<file path="config.mk">
export PLATFORM = sky130hd
export DESIGN_NAME = moving_average_filter_core
export DESIGN_NICKNAME = d
export VERILOG_FILES = /design/src/sv/mavg_pkg.sv /design/src/sv/moving_average_filter_core.sv /design/src/sv/mavg_ram.sv /design/src/sv/mavg_div.sv
export SDC_FILE = /design/constraint.sdc
export NUM_CORES = 1
export LEC_CHECK = 0
export BUFFER_PORTS_ARGS = -buffer_cell sky130_fd_sc_hd__buf_4
export CAP_MARGIN = 20
export CORE_MARGIN = 10
export CORE_UTILIZATION = 60
export DETAILED_ROUTE_END_ITERATION = 10
export HOLD_SLACK_MARGIN = 0.12
export PLACE_DENSITY_LB_ADDON = 0.3
export SYNTH_ARGS = -nofsm -noshare
export SYNTH_HDL_FRONTEND = slang
export SYNTH_SLANG_ARGS = --single-unit
</file>
<file path="constraint.sdc">
create_clock -name clk_i -period 4.8 [get_ports clk_i]
set_input_delay 1.44 -clock clk_i [delete_from_list [all_inputs] [get_ports clk_i]]
set_output_delay 1.44 -clock clk_i [all_outputs]
set_load 0.03 [all_outputs]
</file>
<file path="src/sv/mavg_pkg.sv">
// ----------------------------------------------------------------------------
// mavg_pkg
// Shared constants and helpers for the moving average filter.
// ----------------------------------------------------------------------------
package mavg_pkg;

  localparam int CFG_W           = 5;
  localparam int CFG_RESET       = 3;
  localparam int AVG_W           = 24;
  localparam int FRAC_BITS       = 8;
  localparam int MAX_WINDOW_DEF  = 16;
  localparam int SAMPLE_BITS_DEF = 16;

  // Clamp the programmed length into 1 .. max_window.
  function automatic int unsigned eff_len(input logic [CFG_W-1:0] cfg,
                                          input int unsigned max_window);
    int unsigned v;
    v = int'(cfg);
    if (v == 0) begin
      v = 1;
    end else if (v > max_window) begin
      v = max_window;
    end
    return v;
  endfunction

endpackage

</file>
<file path="src/sv/moving_average_filter_core.sv">
// ----------------------------------------------------------------------------
// moving_average_filter_core
// Simple moving average over the last 1..MAX_WINDOW samples, 8 fraction bits.
// ----------------------------------------------------------------------------
//  channel   direction  tdata / data            tuser
//  s_axis    in         sample                  start_req
//  m_axis    out        average (24 bits)       window_full
//  cfg       in         window_length (5 bits)  -
//
//  A sample in a full window passes ST_READ, the bit-serial divider in ST_DIV
//  and ST_DONE; warm-up samples go from ST_READ straight to ST_DONE.
//  The ring is read and written in the accept cycle.
//  Reset sets window_length to 3 and clears warm-up; the ring needs no clear.
//  A stalled result waits in the output register; the next sample may enter.
// ----------------------------------------------------------------------------
module moving_average_filter_core
  import mavg_pkg::*;
#(
  parameter int MAX_WINDOW  = MAX_WINDOW_DEF,
  parameter int SAMPLE_BITS = SAMPLE_BITS_DEF
) (
  input  logic                                 clk_i,
  input  logic                                 rst_ni,
  // tdata: [SAMPLE_BITS-1:0] sample, rest zero
  input  logic [((SAMPLE_BITS+7)/8)*8-1:0]     s_axis_tdata_i,
  // tuser: [0] start_req
  input  logic                                 s_axis_tuser_i,
  input  logic                                 s_axis_tvalid_i,
  output logic                                 s_axis_tready_o,
  // tdata: [23:0] average
  output logic [AVG_W-1:0]                     m_axis_tdata_o,
  // tuser: [0] window_full
  output logic                                 m_axis_tuser_o,
  output logic                                 m_axis_tvalid_o,
  input  logic                                 m_axis_tready_i,
  input  logic [CFG_W-1:0]                     cfg_data_i,
  input  logic                                 cfg_valid_i,
  output logic                                 cfg_ready_o
);

  localparam int PTR_W = $clog2(MAX_WINDOW);
  localparam int LEN_W = $clog2(MAX_WINDOW + 1);
  localparam int SUM_W = SAMPLE_BITS + $clog2(MAX_WINDOW);
  localparam int DVD_W = SUM_W + FRAC_BITS;

  localparam logic [1:0] ST_IDLE = 2'd0;
  localparam logic [1:0] ST_READ = 2'd1;
  localparam logic [1:0] ST_DIV  = 2'd2;
  localparam logic [1:0] ST_DONE = 2'd3;

  logic [1:0]             state_q, state_d;
  logic [CFG_W-1:0]       len_cfg_q;
  logic [LEN_W-1:0]       fill_q, fill_d;
  logic [SUM_W-1:0]       sum_q, sum_d;
  logic [PTR_W-1:0]       wp_q, wp_d;
  logic [SAMPLE_BITS-1:0] smp_q;
  logic                   start_q;
  logic [AVG_W-1:0]       res_avg_q, res_avg_d;
  logic                   res_full_q, res_full_d;
  logic [AVG_W-1:0]       out_avg_q;
  logic                   out_full_q;
  logic                   out_valid_q, out_valid_d;
  logic                   out_load;

  logic                   in_acc;
  logic                   cfg_acc;
  logic [LEN_W-1:0]       len;
  logic [PTR_W:0]         oldest_ext;
  logic [PTR_W-1:0]       oldest;
  logic [SAMPLE_BITS-1:0] ring_rd;

  logic [LEN_W-1:0]       fill_base;
  logic [SUM_W-1:0]       sum_base;
  logic                   full_before;
  logic [SUM_W-1:0]       sum_new;
  logic [LEN_W-1:0]       fill_new;
  logic                   full_after;

  logic                   div_start;
  logic                   div_done;
  logic [DVD_W-1:0]       quotient;

  assign len     = LEN_W'(eff_len(len_cfg_q, MAX_WINDOW));
  assign in_acc  = s_axis_tvalid_i && s_axis_tready_o;
  assign cfg_acc = cfg_valid_i && cfg_ready_o;

  assign s_axis_tready_o = (state_q == ST_IDLE);
  assign cfg_ready_o     = 1'b1;

  // oldest slot of the window, relative to the slot being written
  assign oldest_ext = {1'b0, wp_q} + (PTR_W+1)'(MAX_WINDOW) - (PTR_W+1)'(len);
  assign oldest     = (oldest_ext >= (PTR_W+1)'(MAX_WINDOW))
                    ? PTR_W'(oldest_ext - (PTR_W+1)'(MAX_WINDOW))
                    : oldest_ext[PTR_W-1:0];

  mavg_ram #(
    .WIDTH (SAMPLE_BITS),
    .DEPTH (MAX_WINDOW)
  ) u_ring (
    .clk_i   (clk_i),
    .we_i    (in_acc),
    .waddr_i (wp_q),
    .wdata_i (s_axis_tdata_i[SAMPLE_BITS-1:0]),
    .raddr_i (oldest),
    .rdata_o (ring_rd)
  );

  // update the running sum once the evicted sample is back
  assign fill_base   = start_q ? '0 : fill_q;
  assign sum_base    = start_q ? '0 : sum_q;
  assign full_before = (fill_base >= len);
  assign sum_new     = sum_base - (full_before ? SUM_W'(ring_rd) : '0) + SUM_W'(smp_q);
  assign fill_new    = full_before ? fill_base : fill_base + LEN_W'(1);
  assign full_after  = (fill_new >= len);
  assign div_start   = (state_q == ST_READ) && full_after;

  mavg_div #(
    .DVD_W (DVD_W),
    .DVS_W (LEN_W)
  ) u_div (
    .clk_i      (clk_i),
    .rst_ni     (rst_ni),
    .start_i    (div_start),
    .dividend_i ({sum_new, FRAC_BITS'(0)}),
    .divisor_i  (len),
    .done_o     (div_done),
    .quotient_o (quotient)
  );

  assign out_load = (state_q == ST_DONE) && (!out_valid_q || m_axis_tready_i);

  always_comb begin
    state_d     = state_q;
    fill_d      = fill_q;
    sum_d       = sum_q;
    wp_d        = wp_q;
    res_avg_d   = res_avg_q;
    res_full_d  = res_full_q;
    out_valid_d = out_valid_q;
    if (m_axis_tready_i) begin
      out_valid_d = 1'b0;
    end
    case (state_q)
      ST_IDLE: begin
        if (in_acc) begin
          wp_d    = (wp_q == PTR_W'(MAX_WINDOW - 1)) ? '0 : wp_q + PTR_W'(1);
          state_d = ST_READ;
        end
      end
      ST_READ: begin
        fill_d     = fill_new;
        sum_d      = sum_new;
        res_avg_d  = '0;
        res_full_d = full_after;
        state_d    = full_after ? ST_DIV : ST_DONE;
      end
      ST_DIV: begin
        if (div_done) begin
          res_avg_d = AVG_W'(quotient);
          state_d   = ST_DONE;
        end
      end
      ST_DONE: begin
        if (out_load) begin
          out_valid_d = 1'b1;
          state_d     = ST_IDLE;
        end
      end
      default: begin
        state_d = ST_IDLE;
      end
    endcase
    // a new length restarts warm-up
    if (cfg_acc) begin
      fill_d = '0;
      sum_d  = '0;
    end
  end

  always_ff @(posedge clk_i or negedge rst_ni) begin
    if (!rst_ni) begin
      state_q     <= ST_IDLE;
      len_cfg_q   <= CFG_W'(CFG_RESET);
      fill_q      <= '0;
      sum_q       <= '0;
      wp_q        <= '0;
      out_valid_q <= 1'b0;
    end else begin
      state_q     <= state_d;
      fill_q      <= fill_d;
      sum_q       <= sum_d;
      wp_q        <= wp_d;
      out_valid_q <= out_valid_d;
      if (cfg_acc) begin
        len_cfg_q <= cfg_data_i;
      end
    end
  end

  always_ff @(posedge clk_i) begin
    res_avg_q  <= res_avg_d;
    res_full_q <= res_full_d;
    if (in_acc) begin
      smp_q   <= s_axis_tdata_i[SAMPLE_BITS-1:0];
      start_q <= s_axis_tuser_i;
    end
    if (out_load) begin
      out_avg_q  <= res_avg_q;
      out_full_q <= res_full_q;
    end
  end

  assign m_axis_tdata_o  = out_avg_q;
  assign m_axis_tuser_o  = out_full_q;
  assign m_axis_tvalid_o = out_valid_q;

  a_fill_bound: assert property (@(posedge clk_i) disable iff (!rst_ni)
    fill_q <= len)
    else $error("fill count above window length");

  a_div_in_div: assert property (@(posedge clk_i) disable iff (!rst_ni)
    div_done |-> state_q == ST_DIV)
    else $error("divider finished outside division state");

  a_load_from_done: assert property (@(posedge clk_i) disable iff (!rst_ni)
    $rose(m_axis_tvalid_o) |-> $past(state_q) == ST_DONE)
    else $error("result appeared without a finished request");

  a_warmup_zero: assert property (@(posedge clk_i) disable iff (!rst_ni)
    (m_axis_tvalid_o && !m_axis_tuser_o) |-> m_axis_tdata_o == '0)
    else $error("nonzero average during warm-up");

endmodule

</file>
<file path="src/sv/mavg_ram.sv">
// ----------------------------------------------------------------------------
// mavg_ram
// Generic simple dual-port RAM, one write and one registered read port.
// A read of the address written in the same cycle returns the old data.
// ----------------------------------------------------------------------------
module mavg_ram #(
  parameter int WIDTH = 16,
  parameter int DEPTH = 16
) (
  input  logic                     clk_i,
  input  logic                     we_i,
  input  logic [$clog2(DEPTH)-1:0] waddr_i,
  input  logic [WIDTH-1:0]         wdata_i,
  input  logic [$clog2(DEPTH)-1:0] raddr_i,
  output logic [WIDTH-1:0]         rdata_o
);

  logic [WIDTH-1:0] mem_q [DEPTH];
  logic [WIDTH-1:0] rdata_q;

  always_ff @(posedge clk_i) begin
    rdata_q <= mem_q[raddr_i];
    if (we_i) begin
      mem_q[waddr_i] <= wdata_i;
    end
  end

  assign rdata_o = rdata_q;

endmodule

</file>
<file path="src/sv/mavg_div.sv">
// ----------------------------------------------------------------------------
// mavg_div
// Restoring bit-serial divider: one quotient bit per cycle, MSB first.
// ----------------------------------------------------------------------------
module mavg_div #(
  parameter int DVD_W = 28,
  parameter int DVS_W = 5
) (
  input  logic             clk_i,
  input  logic             rst_ni,
  input  logic             start_i,
  input  logic [DVD_W-1:0] dividend_i,
  input  logic [DVS_W-1:0] divisor_i,
  output logic             done_o,
  output logic [DVD_W-1:0] quotient_o
);

  localparam int CNT_W = $clog2(DVD_W + 1);

  logic [DVD_W-1:0] dvd_q, dvd_d;
  logic [DVS_W-1:0] rem_q, rem_d;
  logic [DVS_W-1:0] dvs_q;
  logic [CNT_W-1:0] cnt_q, cnt_d;
  logic             busy_q, busy_d;
  logic             done_q, done_d;
  logic [DVS_W:0]   trial;
  logic             qbit;

  assign trial = {rem_q, dvd_q[DVD_W-1]};
  assign qbit  = (trial >= {1'b0, dvs_q});

  always_comb begin
    dvd_d  = dvd_q;
    rem_d  = rem_q;
    cnt_d  = cnt_q;
    busy_d = busy_q;
    done_d = 1'b0;
    if (start_i) begin
      dvd_d  = dividend_i;
      rem_d  = '0;
      cnt_d  = '0;
      busy_d = 1'b1;
    end else if (busy_q) begin
      // shift in the next dividend bit, subtract when it fits
      rem_d = qbit ? DVS_W'(trial - {1'b0, dvs_q}) : trial[DVS_W-1:0];
      dvd_d = {dvd_q[DVD_W-2:0], qbit};
      cnt_d = cnt_q + CNT_W'(1);
      if (cnt_q == CNT_W'(DVD_W - 1)) begin
        busy_d = 1'b0;
        done_d = 1'b1;
      end
    end
  end

  always_ff @(posedge clk_i or negedge rst_ni) begin
    if (!rst_ni) begin
      busy_q <= 1'b0;
      done_q <= 1'b0;
      cnt_q  <= '0;
    end else begin
      busy_q <= busy_d;
      done_q <= done_d;
      cnt_q  <= cnt_d;
    end
  end

  always_ff @(posedge clk_i) begin
    dvd_q <= dvd_d;
    rem_q <= rem_d;
    if (start_i) begin
      dvs_q <= divisor_i;
    end
  end

  assign done_o     = done_q;
  assign quotient_o = dvd_q;

  a_start_idle: assert property (@(posedge clk_i) disable iff (!rst_ni)
    start_i |-> !busy_q)
    else $error("divider restarted while busy");

  a_rem_below: assert property (@(posedge clk_i) disable iff (!rst_ni)
    busy_q |-> rem_q < dvs_q)
    else $error("remainder not below divisor");

  a_done_end: assert property (@(posedge clk_i) disable iff (!rst_ni)
    done_q |-> !busy_q)
    else $error("done while still busy");

endmodule
</file>
**Yosys cells after proc, flatten, opt, wreduce, memory -nomap -nowiden**

Memories as Yosys holds them, arrays and structs flattened. A register that Yosys moved wholly into a read port is not among the register bits.
Cells that the tools add are included.

- Output and inout bits: 28
- RAM bits: 256
- Logic and storage cells: 90
- Bits of input ports: 27
- Register bits: 149
- Memories kept: 1

Memory list:

| name | depth | width | read ports | clocked after Yosys merged registers in | write ports | line | source |
|---|---|---|---|---|---|---|---|
| u_ring.mem_q | 16 | 16 | 1 | 1 | 1 | mavg_ram.sv:18 | `logic [WIDTH-1:0] mem_q [DEPTH];` |

- Mux-type cells: 35
- Order comparisons: 5
- Eq/ne operators: 8
- Reduce and logical (&&, ||, !) cells: 13
- $add $sub $neg: 9

Operators with widths:

| cell | number |
|---|---|
| $mux W20 | 3 |
| $mux W28 | 2 |
| $pmux W24 S2 | 1 |
| $mux W5 | 9 |
| $mux W24 | 1 |
| $add A20 B16 Y20 | 1 |
| $sub A20 B16 Y20 | 1 |
| $mux W16 | 1 |
| $mux W1 | 12 |
| $add A5 B1 Y5 const B | 2 |
| $ge A5 B5 Y1 | 2 |
| $sub A5 B5 Y5 | 2 |
| $mux W4 | 2 |
| $pmux W2 S4 | 1 |
| $ge A6 B5 Y1 | 1 |
| $mux W2 | 3 |
| $reduce_bool A2 Y1 | 3 |
| $add A4 B5 Y5 const B | 1 |
| $eq A5 B5 Y1 const B | 1 |
| $ge A5 B5 Y1 const B | 1 |
| $gt A5 B5 Y1 const B | 1 |
| $logic_not A5 Y1 | 1 |
| $add A4 B1 Y4 const B | 1 |
| $eq A2 B2 Y1 const B | 2 |
| other kinds (11) | 15 |

**Logic depth before layout (Yosys ltp)**

- Depth after elaboration: 9
- Mapped depth: 19
- Gate-level depth less buffers: 19

**Cells and area by module**

A second synthesis with hierarchy kept.

- Cells, all modules: 1146
- Area, all modules: 18231.2 µm²

Modules (own cells, without submodules):

| module | area each (µm²) | cells each | sequential area each (µm²) | instances |
|---|---|---|---|---|
| mavg_ram | 10043.4 | 432 | 8007.7 | 1 |
| moving_average_filter_core | 6095.8 | 564 | 2940.3 | 1 |
| mavg_div | 2092.0 | 150 | 1266.2 | 1 |

**Worst setup path after synthesis**

OpenSTA, ideal clock, no wires.

- Kind: register to register
- From: reg len_cfg_q[3]
- To: reg u_div.dvd_q[26] (netlist: u_div.quotient_o[26]), data pin
- Slack: 0.606 ns
- Clock period less this slack: 4.194 ns
- Library setup time: 0.255 ns
- Data arrival time: 3.939 ns
- Required time: 4.545 ns
- Cell stages (with the launch flop): 19
- Buffers on the path: 1
- Path through: dfrtp_1 nor3_1 nor2_1 nor2_1 ha_1 nand2b_1 a31oi_1 o21ai_1 clkbuf_1 and2_1 fa_1 inv_1 ha_1 a21oi_1 nand2_1 o2111ai_4 a2111oi_4 or3_1 a31o_1

- Cells in the longest elaborated chain, start to end: 8
- Elaborated cells between the ends (all ways): 12
- Classes of those cells: add/sub: 2; order compare: 3; mux: 5; reduce/logical: 2

Ends and longest elaborated chain:

| element | line | source |
|---|---|---|
| from (decl) | moving_average_filter_core.sv:52 | `logic [CFG_W-1:0] len_cfg_q;` |
| from (signal assigned) | moving_average_filter_core.sv:183 | `len_cfg_q <= CFG_W'(CFG_RESET);` |
| from (signal assigned) | moving_average_filter_core.sv:195 | `len_cfg_q <= cfg_data_i;` |
| $gt A5 B5 Y1 | mavg_pkg.sv:21 | `end else if (v > max_window) begin` |
| $mux W5 | mavg_pkg.sv:21 |  |
| $mux W5 * | mavg_pkg.sv:19 | `if (v == 0) begin` |
| via len[0] | moving_average_filter_core.sv:67 | `logic [LEN_W-1:0] len;` |
| $ge A5 B5 Y1 | moving_average_filter_core.sv:111 | `assign full_before = (fill_base >= len);` |
| $mux W16 / $mux W5 (equally long branches) | moving_average_filter_core.sv:112, moving_average_filter_core.sv:113 |  |
| $sub A20 B16 Y20 / $ge A5 B5 Y1 (equally long branches) | moving_average_filter_core.sv:112, moving_average_filter_core.sv:114 |  |
| $add A20 B16 Y20 / $logic_and A1 B1 Y1 (equally long branches) | moving_average_filter_core.sv:112, moving_average_filter_core.sv:115 |  |
| $mux W28 * | mavg_div.sv:38 | `if (start_i) begin` |
| via u_div.dvd_d[26] | mavg_div.sv:20 | `logic [DVD_W-1:0] dvd_q, dvd_d;` |
| to (signal assigned) | mavg_div.sv:68 | `dvd_q <= dvd_d;` |
| to (decl) | mavg_div.sv:20 |  |

The timed path passes the listed nets; every way through them passes the cells marked *.
A chain may end at the register's enable or synchronous reset.

**Worst setup path in the final report**

- From: reg len_cfg_q[1]
- To: reg u_div.dvd_q[26] (netlist: u_div.quotient_o[26]), data pin

The elaborated chain is that of the path after synthesis.

==> reports/qor.csv <==
stage,metric,value,unit
status,status,"complete, no violations",
logic_synthesis,"Net Count, Synth",1304,
job,max_cap viols,0,
critical_path,Worst Setup End Kind,register,
logic_synthesis,top area cells in the synthesized netlist,"edfxtp_1, mux4_2, dfrtp_1, ha_1, dfxtp_1",
clocking,# hold bufs at CTS,0,
global_route,total grt overflow,0,
clocking,clk sink count,421,
floorplan,Site Rows,64,
logic_synthesis,Syn Inst Count,1211,
drt,final WL,36.1,mm
timing,Worst Tran Pin Value,1.13,ns
global_route,Total Routing Usage GR,19.1,%
floorplan,starting density of the core,60.6,%
timing,"Hold Vio Cnt, Final",0,
critical_path,r2r startpoint,len_cfg_q[1]$_DFFE_PN1P_,
floorplan,Chip Height,195,um
clocking,Max clock buf depth,3,
global_route,global-route wire length before repair,57.9,mm
critical_path,CP endpoint,u_div.quotient_o[26]$_DFFE_PP_,
drt,mean routed wirelength per cell,21.2,um
critical_path,worst reg-to-reg path cell count,18,
logic_synthesis,"Seq/Total Area, Yosys",65.8,%
clocking,CTS buffer count,42,
timing,fin crit period,4.60,ns
timing,Post-Route Skew,0.0225,ns
critical_path,RR Endpoint,u_div.quotient_o[26]$_DFFE_PP_,
layout,share of cells above drive strength 1,18.8,%
global_route,largest net degree at the start of global routing,45,
drt,Final ANT Viol Nets,0,
clocking,H-Tree Depth,2,
drt,DR vias,10042,
floorplan,Die ar.,38200,um^2
min_path,Tightest Hold Check Type,register to register,
logic_synthesis,Synth Warn #,0,
logic_synthesis,Yosys cell types,70,
floorplan,area of the core,30400,um^2
logic_synthesis,Synth Cell Area,18400,um^2
logic_synthesis,"flops & latches, synth",421,
timing,final setup vio count,0,
place,RD Place Congestion,0.845,
logic_synthesis,Synth area leader,edfxtp_1,
layout,# diodes,0,
layout,fin cells,1707,
logic_synthesis,Synth Flop Type,edfxtp_1,
critical_path,R2R setup slack,0.20,ns
floorplan,number of top-level pins,55,
place,DP HPWL,22.4,mm
floorplan,Die Wd,195,um
timing,Final period util,95.7,%
place,dpl cells,1623,
timing,RSZ-0062 raised after global routing,true,
drt,1st-iter DRT viols,676,
global_route,initial antenna violation count,1,
global_route,vias in the first global route,10219,
drt,first-pass detailed-route iteration total,7,
critical_path,Crit Path Max Fanout,10,
clocking,Root Buffer,clkbuf_16,
logic_synthesis,number of synthesized flops with an enable pin,348,
power_and_ir_drop,maximum VDD drop,0.519,mV
logic_synthesis,Avg Inst Size Synth,15.2,um^2
critical_path,WP data required,5.11,ns
power_and_ir_drop,PwrDens,699,nW/um^2
logic_synthesis,Post-synth ARST share,10.5,%
drt,drt drc,0,
layout,fillcell total,2022,
power_and_ir_drop,cell leakage power,7.74,nW
clocking,Clock transition at path regs,0.07,ns
critical_path,WP data arrival,4.90,ns
timing,fmax,218,MHz
place,IO Port Bufs,53,
clocking,CTS tree,done,
critical_path,Setup CP Type,register to register,
clocking,"Clk Latency, worst-skew pair",0.55,ns
layout,synthesis-to-layout area growth,13.1,%
timing,fin. max-slew vios,0,
timing,Sum Neg Setup Slack,0,ns
critical_path,Worst setup SP type,register,
drt,vias per cell,5.88,
timing,Max transition margin,24.5,%
logic_synthesis,post-synth top area share,56.6,%
critical_path,Crit. Startpoint,len_cfg_q[1]$_DFFE_PN1P_,
layout,Final #Nets,1370,
## Yosys cell counts, drive strengths merged, types with 4 or more instances
cell / count
mux2: 5
xor2: 10
a311o: 4
a32oi: 4
buf: 24
a211oi: 23
fa: 18
a31oi: 4
nand4: 9
a21o: 11
nand3: 11
and2: 53
dfrtp: 42
clkbuf: 36
nor2b: 24
nand2b: 28
dfxtp: 29
o21ai: 30
mux4: 64
xnor2: 21
nor2: 49
nor3: 10
mux2i: 45
edfxtp: 348
inv: 80
o21a: 6
o211ai: 5
a21oi: 43
and3: 5
ha: 48
nand2: 78
## repair_timing
item / in CTS / in global routing
endpoints found under the hold margin: 0 / 0
gates resized for setup: 1 / 9
pin swaps: 0 / 2
buffers inserted: 0 / 2
setup endpoints to repair: 9 / 21
## layer usage
metal	up-vias	part of all wire, %	GRT usage (%)
met5	-	0.030	0
met4	2	2.1	5.26
met3	58	5.8	3.24
met2	312	51	32.4
met1	5033	42	24.8
li1	4637	-	-
## worst max-delay path, cell delays in order (launching register included)
cell	delay [ns]
dfstp_2	0.54
nor3_1	0.05
nor2_1	0.20
nor2_4	0.08
ha_1	0.29
nand2b_1	0.16
a31oi_2	0.27
o21ai_4	0.15
buf_4	0.20
and2_1	0.17
fa_1	0.51
inv_1	0.04
ha_1	0.37
a21oi_2	0.20
nand2_1	0.12
o2111ai_4	0.33
a2111oi_4	0.14
or3_1	0.33
a31o_1	0.21
## worst min-delay path by stage
| stage | start | endpoint | slack (ns) | depth (start not counted) |
|---|---|---|---|---|
| global route | res_avg_q[5]$_SDFFCE_PN0P_ | m_axis_tdata_o[5]$_DFFE_PP_ | 0.42 | 0 |
| CTS | res_avg_q[9]$_SDFFCE_PN0P_ | m_axis_tdata_o[9]$_DFFE_PP_ | 0.42 | 0 |
| floorplan | res_avg_q[0]$_SDFFCE_PN0P_ | m_axis_tdata_o[0]$_DFFE_PP_ | 0.40 | 0 |
| detailed placement | res_avg_q[20]$_SDFFCE_PN0P_ | m_axis_tdata_o[20]$_DFFE_PP_ | 0.40 | 0 |
| global placement | res_avg_q[3]$_SDFFCE_PN0P_ | m_axis_tdata_o[3]$_DFFE_PP_ | 0.40 | 0 |
| finish | res_avg_q[20]$_SDFFCE_PN0P_ | m_axis_tdata_o[20]$_DFFE_PP_ | 0.42 | 0 |
## report_power, final
group	internal [mW]	switching (mW)	leakage [nW]
Clock	1.97	1.37	0.699
Combinational	2.64	3.59	3.04
Sequential	4.73	0.303	4.01
## per-stage QoR
stage	cell area (um^2)	setup WS [ns]	hold slack, ns	total power [mW]	util (%)
floorplan	18400	0.606	0.400	9.65	-
global placement	19300	0.0729	0.401	11.0	63.5
detailed placement	19300	-0.103	0.405	11.2	63.5
CTS	20700	0.0182	0.418	14.6	68.2
global route	20900	-0.0110	0.424	15.5	68.6
finish	20900	0.204	0.417	14.6	68.6
## cell type report
cell class / count / area, um^2 / area share (%)
tap: 396 / 495 / 2.37
multi-input combinational: 650 / 5840 / 28.0
timing repair buffer: 82 / 671 / 3.21
clock inverter: 24 / 297 / 1.42
inverter: 80 / 300 / 1.44
sequential: 421 / 12100 / 58.1
clock buffer: 54 / 1140 / 5.44
## cells by family after synthesis
group | synth area share (%)
flip-flops | 65.8
AND/OR/NAND/NOR | 8.11
AO/OA/AOI/OAI | 5.76
multiplexers | 10.6
buffers and inverters | 3.09
other | 0.0203
XOR/XNOR | 1.47
adder cells (fa/ha/maj) | 5.21
## cells in the final DEF (no fill, tap or decap), types with 23 or more instances in the layout
cell type  synthesis  final
mux2i_1           45     45
dfxtp_1           29     29
edfxtp_1         348    348
nor2b_1           24     24
and2_1            53     53
dfrtp_1           42     42
nand2b_1          28     28
nand2_1           78     78
ha_1              48     46
buf_4              6     76
clkbuf_16          0     42
a21oi_1           41     38
a211oi_1          23     23
mux4_2            64     64
inv_1             79     79
nor2_1            49     48
## flip-flops by register name (all words and copies together) (netlist names), 16 cells and up
signal and flops:
m_axis_tdata_o 24, res_avg_q 24, smp_q 16, sum_q 20
u_div.quotient_o 28, u_ring.mem_q 256, u_ring.rdata_o 16
(Power assumes the default switching activity.)
